[src/sv/lcss_pkg.sv]
// lcss_pkg: shared types and constants for the longest common substring stream block
// used by lcss_cell and longest_common_substring_stream; no dependencies
package lcss_pkg;

    localparam int SYM_BITS     = 8;
    localparam int IDX_BITS     = 6;
    localparam int LEN_OUT_BITS = 7;
    localparam int POS_OUT_BITS = 32;
    localparam int CFG_BITS     = 7;

    // kind of an input beat, carried in tuser
    localparam logic REQ_LOAD = 1'b0;
    localparam logic REQ_TEXT = 1'b1;

    typedef enum logic [1:0] {
        S_RUN,
        S_DRAIN,
        S_FINISH
    } t_lcss_state;

    // control broadcast to every column cell
    typedef struct packed {
        logic                step;
        logic                last;
        logic                shift;
        logic [SYM_BITS-1:0] sym;
    } t_lcss_ctl;

endpackage

[src/sv/lcss_cell.sv]
// lcss_cell: one column of the dp row, holding its pattern byte, run length and best run
// depends on lcss_pkg; instantiated in a chain by longest_common_substring_stream
module lcss_cell #(
    parameter int LEN_BITS = 7,
    parameter int POS_BITS = 32
) (
    input  logic                   i_clk,
    input  logic                   i_rst_n,
    input  lcss_pkg::t_lcss_ctl    i_ctl,
    input  logic                   i_load,
    input  logic                   i_col_en,
    input  logic [LEN_BITS-1:0]    i_left_run,
    input  logic [POS_BITS-1:0]    i_pos,
    input  logic [LEN_BITS-1:0]    i_next_len,
    input  logic [POS_BITS-1:0]    i_next_end,
    output logic [LEN_BITS-1:0]    o_run,
    output logic [LEN_BITS-1:0]    o_best_len,
    output logic [POS_BITS-1:0]    o_best_end
);
    import lcss_pkg::*;

    logic [SYM_BITS-1:0] r_pat;
    logic [LEN_BITS-1:0] r_run, n_run;
    logic [LEN_BITS-1:0] r_best_len, n_best_len;
    logic [POS_BITS-1:0] r_best_end, n_best_end;
    logic                w_hit;
    logic [LEN_BITS-1:0] w_val;

    assign w_hit = i_col_en && (r_pat == i_ctl.sym);
    assign w_val = w_hit ? (i_left_run + LEN_BITS'(1)) : '0;

    always_comb begin
        n_run      = r_run;
        n_best_len = r_best_len;
        n_best_end = r_best_end;
        if (i_ctl.step) begin
            n_run = i_ctl.last ? '0 : w_val;
            // strictly greater keeps the earliest text position
            if (w_val > r_best_len) begin
                n_best_len = w_val;
                n_best_end = i_pos;
            end
        end else if (i_ctl.shift) begin
            n_best_len = i_next_len;
            n_best_end = i_next_end;
        end
    end

    always_ff @(posedge i_clk) begin
        if (!i_rst_n) begin
            r_run      <= '0;
            r_best_len <= '0;
        end else begin
            r_run      <= n_run;
            r_best_len <= n_best_len;
        end
    end

    always_ff @(posedge i_clk) begin
        r_best_end <= n_best_end;
        if (i_load) begin
            r_pat <= i_ctl.sym;
        end
    end

    assign o_run      = r_run;
    assign o_best_len = r_best_len;
    assign o_best_end = r_best_end;

endmodule

[config.mk]
export PLATFORM = sky130hd
export DESIGN_NAME = lcss_cell
export DESIGN_NICKNAME = d
export VERILOG_FILES = /design/src/sv/lcss_pkg.sv /design/src/sv/lcss_cell.sv
export SDC_FILE = /design/constraint.sdc
export NUM_CORES = 1
export LEC_CHECK = 0
export BUFFER_PORTS_ARGS = -buffer_cell sky130_fd_sc_hd__buf_2
export CAP_MARGIN = 20
export CORE_ASPECT_RATIO = 0.5
export CORE_UTILIZATION = 39
export DETAILED_ROUTE_END_ITERATION = 8
export PLACE_DENSITY = 0.72
export SYNTH_ARGS = -nofsm -noshare
export SYNTH_HDL_FRONTEND = slang
export SYNTH_SLANG_ARGS = --single-unit
[constraint.sdc]
create_clock -name i_clk -period 5.2 [get_ports i_clk]
set_input_delay 1.04 -clock i_clk [delete_from_list [all_inputs] [get_ports i_clk]]
set_output_delay 1.04 -clock i_clk [all_outputs]
set_load 0.02 [all_outputs]
==> impl_metrics.yaml <==
worst_setup_path:
  cp.arrival_ns: 4.46
  cp.required_ns: 5.20
  rrSetupSlack_ns: 1.22
  worst-r2r-cell-count: 12
  critical_path.slowest_cell: "nand4_1"
  cp_max_fo: 32
  crit_path_end_kind: "flop"
  reg2reg_from: "r_pat[2]$_DFFE_PP_"
  crit_chain: "buf_2 > xor2_1 > nor4_1 > nand4_1 > nor2_1 > ha_1 > nor2b_1 > a221oi_2 > o21bai_1 > a311o_4 > o221ai_4 > inv_1 > buf_4"
  crit_type: "input pin to flop"
  max_stage_delay_ns: 0.54
  r2r-end: "o_best_end[21]$_DFFE_PP_"
  startpoint_type: "input pin"
global_route:
  grtUsageTotal: 0.172
  grt_pass1_wl_mm: 9.89
  antenna_found_initial: 0
  first_global_vias: 2110
  grt_overflow: 0
  grt_max_degree: 45
timing:
  rsz0062_at_grt: "false"
  max_freq_ghz: 0.224
  period_share: 0.858
  worst_slack_ns: 0.738
  hold_viol_final: 0
  finalSetupTns_ns: 0
  tightestPinTransition_ns: 0.617
  fin_crit_ns: 4.46
  finalSetupViolCount: 0
  drv_slew: 0
  slew_headroom: 0.588
  skew_ns: 0.00354
yosys:
  synth_edf_count: 40
  syn-mean-instance-area_um2: 12.1
  synth_seq_cells: 54
  synth.cell_area_mm2: 0.00280
  synth_cell_types: 45
  synth_flop_cell: "edfxtp_1"
  ys_warn_count: 0
  ys_seq_area_frac: 0.529
  synthArstFlopShare: 0
  synth_nets: 330
  synthCells: 231
place:
  place_hpwl_mm: 5.16
  gp_congestion: 0.946
  io_buffers: 138
  dp.cells: 450
  place_worst_setup_slack_ns: 0.476
  placed_area_mm2: 0.00356
cts:
  post-cts-setup-buffers: 0
  cts_max_level: 2
  clk_transition_reported_paths_ns: 0.06
  cts_tree: "built"
  root_buffer: "clkbuf_16"
  hold_buffers: 0
  post_cts_resize_count: 0
  cts_buffers: 5
  clkLatencyLatePin_ns: 0.28
  clk_path_buf_depth: 2
  cts.sinks: 54
cells_and_area:
  num_antenna_cells: 0
  area_growth_syn_to_layout_pct: 32.0
  final_util: 0.543
  final_common_cell: "buf_2"
  instances_no_fill: 457
  final_cell_mix: "138 x buf_2, 40 x edfxtp_1, 32 x mux2_2"
  drive_gt1_frac: 0.510
  final_nets: 464
  n_fill_cell: 579
  fin_area_mm2: 0.00370
route:
  drt-total-wl_mm: 6.67
  num_vias: 2324
  drc_errors: 0
  wl_per_cell_um: 14.6
  viasPerCell: 5.09
  first_iter_violations: 152
  firstDrtPassIters: 4
  ant_nets: 0
min_path:
  worstHoldEndpoint: "o_run[1]$_SDFFE_PN0P_"
  hold_path_depth: 2
  hp-start: "o_run[1]$_SDFFE_PN0P_"
  hold_path_class: "flop to flop"
pwr:
  p_per_area_mw_per_mm2: 369
  power.leakage_uw: 0.00160
  ir_drop_mv: 0.181
die:
  die_h_um: 61.9
  die_w_um: 122
  io_pins: 139
  die-area_mm2: 0.00755
  core_area_mm2: 0.00681
  start_util: 0.412
  placementRows: 21
run_status:
  status: "complete, no violations"
run:
  maxCapViolations: 0
-- state kept, by name, summed over array words and instances, names as in the netlist --
signal and flops:
o_best_end 32, r_pat 8, o_best_len 7, o_run 7
-- worst max-delay path by stage --
stage | from | end | cells after the start
CTS | i_ctl[2] | o_best_end[21]$_DFFE_PP_ | 13
finish | i_ctl[2] | o_best_end[21]$_DFFE_PP_ | 13
global placement | i_ctl[2] | o_best_end[14]$_DFFE_PP_ | 13
detailed placement | i_ctl[2] | o_best_end[20]$_DFFE_PP_ | 13
global route | i_ctl[2] | o_best_end[23]$_DFFE_PP_ | 13
floorplan | i_ctl[2] | o_best_end[0]$_DFFE_PP_ | 12
-- kinds of logic after synthesis --
| logic type | Yosys count | share of synthesized area |
|---|---|---|
| flops | 54 | 0.529 |
| compound gates | 46 | 0.139 |
| mux | 32 | 0.129 |
| fa+ha+maj | 6 | 0.0268 |
| buf+inv | 23 | 0.0348 |
| simple gates | 55 | 0.0947 |
| xor+xnor | 15 | 0.0469 |
-- layout make-up --
cell class / instances / area, um^2 / area share
Multi-Input combinational cell: 154 / 1220 / 0.331
Clock inverter: 2 / 10.0 / 0.00271
Timing Repair Buffer: 140 / 706 / 0.191
Inverter: 10 / 37.5 / 0.0102
Sequential cell: 54 / 1480 / 0.401
Tap cell: 92 / 115 / 0.0311
Clock buffer: 5 / 125 / 0.0338
-- stage by stage --
stage | power (uW) | hold slack (ns)
global placement | 1050 | 0.453
global route | 1450 | 0.495
CTS | 1380 | 0.462
floorplan | 908 | 0.541
finish | 1370 | 0.463
detailed placement | 1070 | 0.452
-- synthesized netlist by cell type, types with 2 or more instances --
library cell,instances,share of area
edfxtp_1,40,0.43
mux2_2,32,0.13
nor2_1,18,0.024
nand2_1,15,0.020
dfxtp_1,14,0.10
inv_1,10,0.013
xor2_1,9,0.028
clkbuf_1,7,0.0094
ha_1,6,0.027
o211ai_1,6,0.016
xnor2_1,6,0.019
a21oi_1,5,0.0089
nand3_1,5,0.0089
o211a_1,5,0.018
o22ai_1,5,0.011
o21ai_0,4,0.0071
a22oi_1,3,0.0080
buf_2,3,0.0054
nor2b_1,3,0.0067
nor3_1,3,0.0054
a211oi_1,2,0.0054
and3_1,2,0.0045
buf_1,2,0.0027
nor4_1,2,0.0045
o21a_1,2,0.0054
o221ai_1,2,0.0063
o2bb2ai_1,2,0.0063
-- layer usage --
layer  track usage  routed length [um]  vias to the layer above
met3        0.0283                 398                        5
met5             0                   0                        -
met2         0.330                3470                       77
met1         0.207                2760                     1102
met4        0.0459                  48                        0
li1              -                   -                     1140
-- worst max-delay path, delay by kind of cell --
kind	cells	cell delay, ns
simple gates	4	1.40
buf+inv	3	0.44
xor+xnor	1	0.16
fa+ha+maj	1	0.30
compound gates	4	1.10
-- power breakdown --
part | internal, uW | switching, uW
Clock | 174 | 136
Combinational | 164 | 281
Sequential | 576 | 35.1
Total | 914 | 452
Power figures use the tool's default switching activity.
